### src/hw/rtl/sccbms_pkg.sv
// Shared types and constants for the SCCB master sequencer.
package sccbms_pkg;

	typedef enum logic [4:0] {
		PH_IDLE,
		PH_START_SDA,
		PH_START_SCL,
		PH_START_LOW,
		PH_TX_LOW,
		PH_TX_HIGH,
		PH_ACK_LOW,
		PH_ACK_HIGH,
		PH_RX_LOW,
		PH_RX_HIGH,
		PH_NK_LOW,
		PH_NK_HIGH,
		PH_NK_END,
		PH_NK_SDA,
		PH_STOP_A,
		PH_STOP_B,
		PH_STOP_C
	} phase_t;

	localparam logic [1:0]  CMD_WRITE3 = 2'd0;
	localparam logic [1:0]  CMD_WRITE2 = 2'd1;
	localparam logic [1:0]  CMD_READ   = 2'd2;
	localparam logic [1:0]  CMD_RSVD   = 2'd3;

	localparam logic [15:0] WAIT_RESET = 16'd100;
	localparam logic [2:0]  LAST_BIT   = 3'd7;

	localparam logic [1:0]  BYTE_ID    = 2'd0;
	localparam logic [1:0]  BYTE_SUB   = 2'd1;
	localparam logic [1:0]  BYTE_DATA  = 2'd2;

	typedef struct packed {
		logic       start_request;
		logic [1:0] command;
		logic [6:0] device_id;
		logic [7:0] sub_address;
		logic [7:0] write_data;
		logic       sda_in;
	} item_t;

	typedef struct packed {
		logic       scl;
		logic       sda_out;
		logic       sda_drive;
		logic       busy_res;
		logic       done_res;
		logic [7:0] read_data;
	} result_t;

endpackage

### src/hw/rtl/sccb_master_sequencer_core.sv
// Top level of the SCCB master sequencer: input register, step core, result register.
// Words pass from the input register through the step core into the result register.
// Throughput: one word per cycle unless stalled; the step core runs once per word.
// A full result register that is stalled holds the input register, which then stalls.
// Reset (arst_n low, asynchronous): bus idle, SCL and SDA driven high, both
// pipeline registers empty, wait_ticks back to 100.
module sccb_master_sequencer_core import sccbms_pkg::*; (
	input  logic        clk,
	input  logic        arst_n,
	input  logic        item_valid,
	output logic        item_stall,
	input  item_t       item,
	output logic        result_valid,
	input  logic        result_stall,
	output result_t     result,
	input  logic        wait_we,
	input  logic [15:0] wait_data
);

	logic        item_valid_s1;
	item_t       item_s1;
	logic        advance;
	logic [15:0] wait_ticks_q;
	result_t     step_result;

	// Step the core when a word is waiting and the result register can take it
	assign advance    = item_valid_s1 && (!result_valid || !result_stall);
	assign item_stall = item_valid_s1 && !advance;

	// Configured segment length; user writes only while no word is in flight, unchecked
	always_ff @(posedge clk or negedge arst_n) begin
		if (!arst_n) begin
			wait_ticks_q <= WAIT_RESET;
		end else if (wait_we) begin
			wait_ticks_q <= wait_data;
		end
	end

	// Input register: load on accept, drop once the core has consumed it
	always_ff @(posedge clk or negedge arst_n) begin
		if (!arst_n) begin
			item_valid_s1 <= 1'b0;
		end else if (item_valid && !item_stall) begin
			item_valid_s1 <= 1'b1;
		end else if (advance) begin
			item_valid_s1 <= 1'b0;
		end
	end

	always_ff @(posedge clk) begin
		if (item_valid && !item_stall) begin
			item_s1 <= item;
		end
	end

	sccbms_core u_core (
		.clk        (clk),
		.arst_n     (arst_n),
		.step       (advance),
		.wait_ticks (wait_ticks_q),
		.item       (item_s1),
		.result     (step_result)
	);

	// Result register: advance loads a fresh word, a taken word empties it
	always_ff @(posedge clk or negedge arst_n) begin
		if (!arst_n) begin
			result_valid <= 1'b0;
		end else if (advance) begin
			result_valid <= 1'b1;
		end else if (!result_stall) begin
			result_valid <= 1'b0;
		end
	end

	always_ff @(posedge clk) begin
		if (advance) begin
			result <= step_result;
		end
	end

endmodule

### src/hw/rtl/sccbms_core.sv
// Bus sequencer state and the one-tick step logic.
module sccbms_core import sccbms_pkg::*; (
	input  logic        clk,
	input  logic        arst_n,
	input  logic        step,
	input  logic [15:0] wait_ticks,
	input  item_t       item,
	output result_t     result
);

	phase_t      ph_q, ph_n, ph_cur;
	logic [15:0] tc_q, tc_n, tc_inc, hold;
	logic [2:0]  bi_q, bi_n;
	logic [7:0]  sb_q, sb_n, rb_q, rb_n;
	logic [1:0]  hc_q, hc_n, bn_q, bn_n;
	logic [7:0]  hs_q, hs_n, hw_q, hw_n;
	logic        scl_q, scl_n, sda_q, sda_n, en_q, en_n;
	logic        done;

	assign hold = (wait_ticks == '0) ? 16'd1 : wait_ticks;

	always_comb begin
		ph_n   = ph_q;
		tc_n   = tc_q;
		bi_n   = bi_q;
		sb_n   = sb_q;
		rb_n   = rb_q;
		hc_n   = hc_q;
		bn_n   = bn_q;
		hs_n   = hs_q;
		hw_n   = hw_q;
		scl_n  = scl_q;
		sda_n  = sda_q;
		en_n   = en_q;
		done   = 1'b0;
		tc_inc = '0;
		ph_cur = ph_q;

		// latch a new request only while idle
		if (step && ph_q == PH_IDLE && item.start_request && item.command != CMD_RSVD) begin
			hc_n = item.command;
			hs_n = item.sub_address;
			hw_n = item.write_data;
			sb_n = {item.device_id, item.command == CMD_READ};
			bi_n = LAST_BIT;
			bn_n = BYTE_ID;
			if (item.command == CMD_READ) begin
				rb_n = '0;
			end
			tc_n = '0;
			ph_n = PH_START_SDA;
		end

		ph_cur = ph_n;
		if (step && ph_cur != PH_IDLE) begin
			// apply pin levels on the first tick of a segment
			if (tc_n == '0) begin
				unique case (ph_cur)
					PH_START_SDA: begin sda_n = 1'b1; en_n = 1'b1; end
					PH_START_LOW: begin sda_n = 1'b0; en_n = 1'b1; end
					PH_TX_LOW: begin
						scl_n = 1'b0;
						sda_n = sb_n[bi_n];
						en_n  = 1'b1;
					end
					PH_ACK_LOW: begin scl_n = 1'b0; sda_n = 1'b1; en_n = 1'b1; end
					PH_RX_HIGH: begin scl_n = 1'b1; en_n = 1'b0; end
					PH_START_SCL, PH_TX_HIGH, PH_ACK_HIGH, PH_NK_HIGH, PH_STOP_B: begin
						scl_n = 1'b1;
					end
					PH_RX_LOW, PH_NK_LOW, PH_NK_END: begin
						scl_n = 1'b0;
					end
					PH_NK_SDA: begin sda_n = 1'b0; en_n = 1'b1; end
					PH_STOP_A: begin scl_n = 1'b0; sda_n = 1'b0; en_n = 1'b1; end
					PH_STOP_C: begin sda_n = 1'b1; en_n = 1'b1; end
					default: ;
				endcase
			end

			tc_inc = tc_n + 16'd1;
			if (tc_inc >= hold) begin
				tc_n = '0;
				unique case (ph_cur)
					PH_START_SDA: ph_n = PH_START_SCL;
					PH_START_SCL: ph_n = PH_START_LOW;
					PH_START_LOW: ph_n = PH_TX_LOW;
					PH_TX_LOW:    ph_n = PH_TX_HIGH;
					PH_TX_HIGH: begin
						if (bi_n != '0) begin
							bi_n = bi_n - 3'd1;
							ph_n = PH_TX_LOW;
						end else begin
							ph_n = PH_ACK_LOW;
						end
					end
					PH_ACK_LOW: ph_n = PH_ACK_HIGH;
					PH_ACK_HIGH: begin
						bi_n = LAST_BIT;
						if (bn_n == BYTE_ID) begin
							if (hc_n == CMD_READ) begin
								ph_n = PH_RX_LOW;
							end else begin
								sb_n = hs_n;
								bn_n = BYTE_SUB;
								ph_n = PH_TX_LOW;
							end
						end else if (bn_n == BYTE_SUB && hc_n == CMD_WRITE3) begin
							sb_n = hw_n;
							bn_n = BYTE_DATA;
							ph_n = PH_TX_LOW;
						end else begin
							ph_n = PH_STOP_A;
						end
					end
					PH_RX_LOW: ph_n = PH_RX_HIGH;
					PH_RX_HIGH: begin
						rb_n[bi_n] = rb_n[bi_n] | item.sda_in;
						if (bi_n != '0) begin
							bi_n = bi_n - 3'd1;
							ph_n = PH_RX_LOW;
						end else begin
							ph_n = PH_NK_LOW;
						end
					end
					PH_NK_LOW:  ph_n = PH_NK_HIGH;
					PH_NK_HIGH: ph_n = PH_NK_END;
					PH_NK_END:  ph_n = PH_NK_SDA;
					PH_NK_SDA:  ph_n = PH_STOP_A;
					PH_STOP_A:  ph_n = PH_STOP_B;
					PH_STOP_B:  ph_n = PH_STOP_C;
					default:    ph_n = PH_IDLE;
				endcase
				done = (ph_n == PH_IDLE);
			end else begin
				tc_n = tc_inc;
			end
		end
	end

	always_comb begin
		result.scl       = scl_n;
		result.sda_out   = sda_n;
		result.sda_drive = en_n;
		result.busy_res  = (ph_n != PH_IDLE);
		result.done_res  = done;
		result.read_data = rb_n;
	end

	always_ff @(posedge clk or negedge arst_n) begin
		if (!arst_n) begin
			ph_q  <= PH_IDLE;
			tc_q  <= '0;
			bi_q  <= '0;
			sb_q  <= '0;
			rb_q  <= '0;
			hc_q  <= '0;
			bn_q  <= BYTE_ID;
			hs_q  <= '0;
			hw_q  <= '0;
			scl_q <= 1'b1;
			sda_q <= 1'b1;
			en_q  <= 1'b1;
		end else if (step) begin
			ph_q  <= ph_n;
			tc_q  <= tc_n;
			bi_q  <= bi_n;
			sb_q  <= sb_n;
			rb_q  <= rb_n;
			hc_q  <= hc_n;
			bn_q  <= bn_n;
			hs_q  <= hs_n;
			hw_q  <= hw_n;
			scl_q <= scl_n;
			sda_q <= sda_n;
			en_q  <= en_n;
		end
	end

endmodule

### config.mk
export PLATFORM = sky130hd
export DESIGN_NAME = sccb_master_sequencer_core
export DESIGN_NICKNAME = d
export VERILOG_FILES = /design/src/hw/rtl/sccbms_pkg.sv /design/src/hw/rtl/sccb_master_sequencer_core.sv /design/src/hw/rtl/sccbms_core.sv
export SDC_FILE = /design/constraint.sdc
export NUM_CORES = 1
export LEC_CHECK = 0
export ABC_AREA = 1
export ABC_CLOCK_PERIOD_IN_PS = 3500
export BUFFER_PORTS_ARGS = -buffer_cell sky130_fd_sc_hd__buf_2
export CAP_MARGIN = 20
export CORE_UTILIZATION = 35
export CTS_CLUSTER_DIAMETER = 100
export DETAILED_ROUTE_END_ITERATION = 16
export SYNTH_ARGS = -nofsm -noshare
export SYNTH_HDL_FRONTEND = slang
export SYNTH_SLANG_ARGS = --single-unit
### constraint.sdc
create_clock -name clk -period 3.5 [get_ports clk]
set_clock_uncertainty 0.15 [all_clocks]
set_input_delay 0.175 -clock clk [delete_from_list [all_inputs] [get_ports clk]]
set_output_delay 0.175 -clock clk [all_outputs]
set_load 0.05 [all_outputs]
==> results of run 1 <==
==> cells by family (layout without fill, tap and decap cells) <==
logic type | Yosys count | in the layout | synth area share (%)
buffers and inverters | 125 | 312 | 7.94
adder cells (fa/ha/maj) | 21 | 21 | 3.96
AND/OR/NAND/NOR | 457 | 457 | 31.3
XOR/XNOR | 6 | 6 | 0.792
AO/OA/AOI/OAI | 84 | 84 | 7.17
flip-flops | 121 | 121 | 48.8
==> cell usage in the layout (no fill, tap or decap), types with 9 or more instances in the layout <==
cell and n:
a21oi_1 16, inv_1 87, o21ai_1 9, nand3_2 13, clkbuf_16 18, nand3_1 57
nor2_2 15, dlygate4sd3_1 46, o21ai_0 30, buf_2 61, nor2_1 35, nand2_1 248
nand2_4 12, buf_4 56, nand2_2 29, inv_2 14, dfrtp_1 74, nand4_1 18
ha_1 17, edfxtp_1 40
==> final cells by class <==
type	instances	area share (%)
sequential	121	35.6
multi-input combinational	568	35.3
timing repair buffer	172	14.8
clock buffer	19	4.76
inverter	108	4.60
tap	229	3.15
clock inverter	13	1.87
==> metrics by stage <==
stage          power [W]  TNS, ps  utilization (%)  area, um^2  setup WS (ps)
6_report         0.00513    -26.8             49.8        9090          -26.8
5_1_grt          0.00544    -4190             49.8        9090           -264
4_1_cts          0.00503     -481             47.6        8690          -80.1
3_5_place_dp     0.00314     -159             41.1        7510          -73.7
3_3_place_gp     0.00313        0             41.1        7510           31.1
2_1_floorplan    0.00274    -1990                -        6690           -215
==> worst max-delay path: cells and delay by family, from the launching register on <==
family | cells | cell delay (ps)
buf+inv | 6 | 580
flops | 1 | 380
compound gates | 2 | 100
simple gates | 16 | 1620
fa+ha+maj | 2 | 420
==> cells in the mapped netlist, types with 2 or more instances <==
cell type / number / share of area, %
a211oi_1: 2 / 0.23
xor2_1: 6 / 0.79
nand4_1: 18 / 1.7
clkinv_1: 3 / 0.17
nand2_1: 268 / 15
dfstp_2: 6 / 2.4
nor3_1: 5 / 0.38
o22ai_1: 4 / 0.38
o211ai_1: 5 / 0.57
nor3_2: 4 / 0.60
nand2_2: 15 / 1.4
nor2_1: 47 / 2.7
ha_1: 21 / 4.0
nor2_4: 3 / 0.51
buf_2: 6 / 0.45
nand3_1: 67 / 5.1
edfxtp_1: 40 / 18
nor2_2: 8 / 0.75
nand3_2: 5 / 0.75
buf_6: 3 / 0.51
inv_2: 12 / 0.68
nand3b_1: 3 / 0.34
a21oi_1: 24 / 1.8
dfrtp_1: 75 / 28
clkbuf_1: 6 / 0.34
or2_2: 5 / 0.47
o21ai_1: 8 / 0.60
nand2_4: 7 / 1.2
inv_1: 93 / 5.3
o21ai_0: 32 / 2.4
a22o_1: 4 / 0.53
==> sequential cells by signal (all words and copies together), names as in the netlist <==
register	flops
item_s1	27
u_core.tc_q	16
wait_ticks_q	16
result	13
u_core.hs_q	8
u_core.hw_q	8
u_core.rb_q	8
u_core.sb_q	8
u_core.ph_q	5
u_core.bi_q	3
u_core.bn_q	2
u_core.hc_q	2
item_valid_s1	1
result_valid	1
u_core.en_q	1
u_core.scl_q	1
u_core.sda_q	1
==> metal layers <==
| metal | wire [um] | global-route usage, % | vias to the layer above |
|---|---|---|---|
| met3 | 741 | 3.58 | 20 |
| met1 | 8300 | 25.0 | 2826 |
| li1 | - | - | 2990 |
| met5 | 0 | 0 | - |
| met4 | 213 | 5.49 | 0 |
| met2 | 7830 | 28.6 | 128 |
==> final timing paths <==
kind / startpoint / to / slack, ps / cells past startpoint
setup reg to reg: u_core.ph_q[0] / result[9] / -30 / 26
max in group asynchronous: arst_n / u_core.scl_q / 2420 / 3
hold reg to reg: item_s1[12] / u_core.hs_q[3] / 320 / 2
setup / recovery: u_core.ph_q[0] / result[9] / -30 / 26
min in group asynchronous: arst_n / u_core.hw_q[2] / 110 / 2
hold / removal: wait_we / wait_ticks_q[2] / 40 / 3
==> repair_timing <==
item,in CTS,in global routing
setup endpoints to repair,10,52
pin swaps,20,26
hold buffers,46,0
gates cloned,0,1
setup buffers,9,8
gates resized for setup,12,70
hold endpoints to repair,120,0
==> where the power goes <==
| group | total, W | internal, W | leakage (nW) | switching [W] |
|---|---|---|---|---|
| clock network | 0.00180 | 0.00113 | 0.284 | 0.000675 |
| registers | 0.00176 | 0.00166 | 1.42 | 0.000106 |
| logic | 0.00156 | 0.000570 | 2.89 | 0.000993 |
==> impl_metrics.py, run 1 <==
metrics = {
    "sta": {
        "max_slew_margin_pct": 61.2,
        "slew_viol_final": 0,
        "period_needed_ps": 3530,
        "finalSetupViolations": 1,
        "fin_hold_ws_ps": 37.6,
        "fmax_ghz": 0.284,
        "fin_ws_ps": -26.8,
        "worst_slew_pin_slew_ps": 581,
        "rsz0062_at_grt": "yes",
        "hold_violations": 0,
        "fin_crit_sh_pct": 101,
    },
    "global_route": {
        "grt_pass1_wl_mm": 27.8,
        "antenna_found_initial": 0,
        "globalRoute.totalOverflow": 0,
        "grt_max_degree": 82,
        "track_usage_pct": 18.1,
        "first_global_vias": 5677,
    },
    "critical_path": {
        "crit_type": "flop to flop",
        "cp.arrival_ps": 3540,
        "slowest_stage": "dfrtp_1",
        "endpoint_kind": "flop",
        "critPathRequiredTime_ps": 3510,
        "cp_max_fo": 6,
        "critPathMaxStageDelay_ps": 380,
        "critPathLaunchType": "flop",
    },
    "power": {
        "ir_drop_v": 0.000423,
        "power_leakage_nw": 4.59,
        "p_per_area_nw_per_um2": 564,
    },
    "detailed_routing": {
        "dr.pass1.iters": 5,
        "vias_per_cell": 4.85,
        "post_drt_wl_per_cell_um": 13.9,
        "ant_nets": 0,
        "drc": 0,
        "num_vias": 5964,
        "drt-total-wl_mm": 17.1,
        "drtIter0Drc": 314,
    },
    "floorplan": {
        "num_rows": 49,
        "dieArea_um2": 19500,
        "die_x_um": 140,
        "core_um2": 18300,
        "start_util_pct": 36.3,
        "die_h_um": 140,
        "ios": 63,
    },
    "clock_network": {
        "cts.clk_slew.worst_paths_ps": 60,
        "h-tree-depth": 4,
        "tritoncts": "yes",
        "cts-buffers-inserted": 17,
        "cts.sinks": 121,
        "insertion_delay_ps": 420,
        "cts-root-buf": "clkbuf_16",
        "cts_buffer_depth": 2,
    },
    "min_path": {
        "min_path_type": "primary input to flop",
    },
    "synthesis": {
        "synth.ff_latch_count": 121,
        "yosysWarnings": 0,
        "syn_nets": 883,
        "synth_edf_count": 40,
        "syn_area_um2": 6630,
        "yosysUniqueCellTypes": 40,
        "async_reset_ff_share_pct": 66.9,
        "synth_sequential_area_ratio_pct": 48.8,
        "synthFlopType": "dfrtp_1",
        "syn_area_per_cell_um2": 8.15,
        "netlist_instances": 814,
    },
    "place": {
        "dp.cells": 1133,
        "gp_congestion": 0.869,
        "io_buffers": 62,
        "dp_hpwl_mm": 11.3,
    },
    "finish": {
        "multiInputGateArea_um2": 3210,
        "regArea_um2": 3240,
        "fin_nets": 1057,
        "fillers": 1748,
        "syn2layout_area_growth_pct": 37.1,
        "drive_gt1_share_pct": 29.1,
        "diodes": 0,
        "instances_no_fill": 1230,
    },
    "job": {
        "maxCapViolCount": 0,
    },
    "run_status": {
        "status": "finished, violations left",
        "violations": "setup timing",
    },
}
(Power assumes the default switching activity.)
==> inputs of run 2 (changes only) <==
- ABC_CLOCK_PERIOD_IN_PS: 3500 -> 4410
- BUFFER_PORTS_ARGS: -buffer_cell sky130_fd_sc_hd__buf_2 -> default
- DONT_BUFFER_PORTS: default -> 1
- clock period: 3.5 -> 4.41 ns (I/O delays scaled with it)
==> impl_metrics.py, run 2 (synthesis results as in run 1) <==
metrics = {
    "run_status": {
        "status": "completed",
    },
    "critical_path": {
        "r2r_start": "u_core.ph_q[2]",
        "critPathMaxStageDelay_ps": 480,
        "worst-path-buf-inv": 6,
        "timing.rr.end": "result[6]",
        "critPathLaunchType": "flop",
        "slowest_stage": "dfrtp_1",
        "crit_path_start": "u_core.ph_q[2]",
        "reg2regPathDepth": 26,
        "endpoint_kind": "flop",
        "cp.arrival_ps": 4020,
        "reg2reg_setup_slack_ps": 410,
        "crit_type": "flop to flop",
        "critPathRequiredTime_ps": 4430,
        "cp_max_fo": 12,
        "path_delay_family": "simple AND/OR/NAND/NOR gates",
    },
    "job": {
        "maxCapViolCount": 0,
    },
    "sta": {
        "fin_hold_ws_ps": 211,
        "finalSetupViolations": 0,
        "tns_ps": 0,
        "max_slew_margin_pct": 40.2,
        "worst_slew_pin_slew_ps": 895,
        "slew_viol_final": 0,
        "fmax_ghz": 0.250,
        "hold_violations": 0,
        "rsz0062_at_grt": "no",
        "fin_crit_sh_pct": 90.6,
        "period_needed_ps": 4000,
    },
    "floorplan": {
        "core_um2": 18300,
        "die_h_um": 140,
        "dieArea_um2": 19500,
        "start_util_pct": 36.3,
        "num_rows": 49,
        "die_x_um": 140,
        "ios": 63,
    },
    "place": {
        "gp_congestion": 0.872,
        "io_buffers": 0,
        "dp_hpwl_mm": 11.1,
    },
    "clock_network": {
        "cts.clk_slew.worst_paths_ps": 60,
        "cts.sinks": 121,
        "insertion_delay_ps": 420,
        "h-tree-depth": 4,
        "cts-root-buf": "clkbuf_16",
        "post_cts_buffers": 0,
        "cts-buffers-inserted": 17,
        "tritoncts": "yes",
        "cts_buffer_depth": 2,
    },
    "power": {
        "p_per_area_nw_per_um2": 482,
        "power_leakage_nw": 4.00,
        "ir_drop_v": 0.000313,
    },
    "finish": {
        "final_common_cell": "nand2_1",
        "layout_common_cells": "nand2_1, inv_1, dfrtp_1",
        "multiInputGateArea_um2": 2880,
        "fin_nets": 942,
        "fillers": 1826,
        "drive_gt1_share_pct": 12.4,
        "syn2layout_area_growth_pct": 20.6,
        "largest_reg_flops": 27,
        "diodes": 0,
        "top_regs": "item_s1 (27), u_core.tc_q (16), wait_ticks_q (16)",
        "top_register": "item_s1",
        "regArea_um2": 3240,
    },
    "global_route": {
        "globalRoute.totalOverflow": 0,
        "grt_pass1_wl_mm": 26.7,
        "antenna_found_initial": 0,
        "grt_max_degree": 82,
        "top_usage_layer": "met2",
        "grtUsageMet1_pct": 24.9,
        "use_met3_pct": 3.61,
        "grtUsageMet2_pct": 26.4,
        "track_usage_pct": 17.5,
        "first_global_vias": 5235,
    },
    "detailed_routing": {
        "drtIter0Drc": 437,
        "ant_nets": 0,
        "dr.pass1.iters": 5,
        "num_vias": 5420,
        "post_drt_wl_per_cell_um": 14.1,
        "vias_per_cell": 4.86,
        "drc": 0,
        "drt-total-wl_mm": 15.8,
    },
    "min_path": {
        "min_path_type": "primary input to asynchronous set/reset pin",
    },
}
==> run 2: changes by cell type in the layout (fill, tap and decap cells not counted), moves of 8 or more <==
cell and delta:
nand3_1 +9, nand2_2 -13, nor2_1 +12, buf_2 -61
buf_4 -48, a21oi_2 -8, a21oi_1 +8, nand2_1 +19
==> run 2: final cells by class <==
class                   count  share of cell area (%)
clock inverters            12                    2.10
repair buffers             57                    7.32
clock buffers              20                    5.46
well taps                 229                    3.58
multi-input cells         568                    36.0
flip-flops and latches    121                    40.5
inverters                 108                    5.12
==> run 2: power by group <==
part / internal [W] / total, W / leakage, nW / switching [W]
Clock: 0.000897 / 0.00143 / 0.290 / 0.000529
Sequential: 0.00132 / 0.00146 / 1.42 / 0.000146
Combinational: 0.000323 / 0.000970 / 2.30 / 0.000647
==> run 2: how the worst max path moves through the flow <==
| stage | endpoint | cells past startpoint | slack, ps |
|---|---|---|---|
| final | result[6] | 26 | 410 |
| after global routing | result[7] | 26 | 3 |
| after CTS | result[9] | 23 | 240 |
| after detailed placement | result[9] | 23 | 270 |
| after global placement | result[9] | 23 | 400 |
| after floorplan | result[1] | 25 | 130 |
==> run 2: stage by stage <==
stage,worst slack (ps),cells,cell area (um^2),power (W),util [%]
after floorplan,133,814,6630,0.00216,-
after global placement,402,1034,6860,0.00238,37.5
after detailed placement,273,1035,6880,0.00239,37.7
after CTS,242,1115,7990,0.00388,43.7
after global routing,2.97,1115,8000,0.00409,43.8
final,413,1115,8000,0.00386,43.8
==> run 2: routing by layer <==
metal,vias up,part of all wire (%)
met3,20,4.1
met1,2510,51
met2,136,43
met4,0,1.4
li1,2754,-
met5,-,0
==> run 2: timing repair <==
| action | in CTS | in global routing |
|---|---|---|
| hold buffers | 48 | 0 |
| gates resized for setup | 0 | 5 |
| endpoints found under the setup margin | 0 | 14 |
| hold endpoints to repair | 126 | 0 |
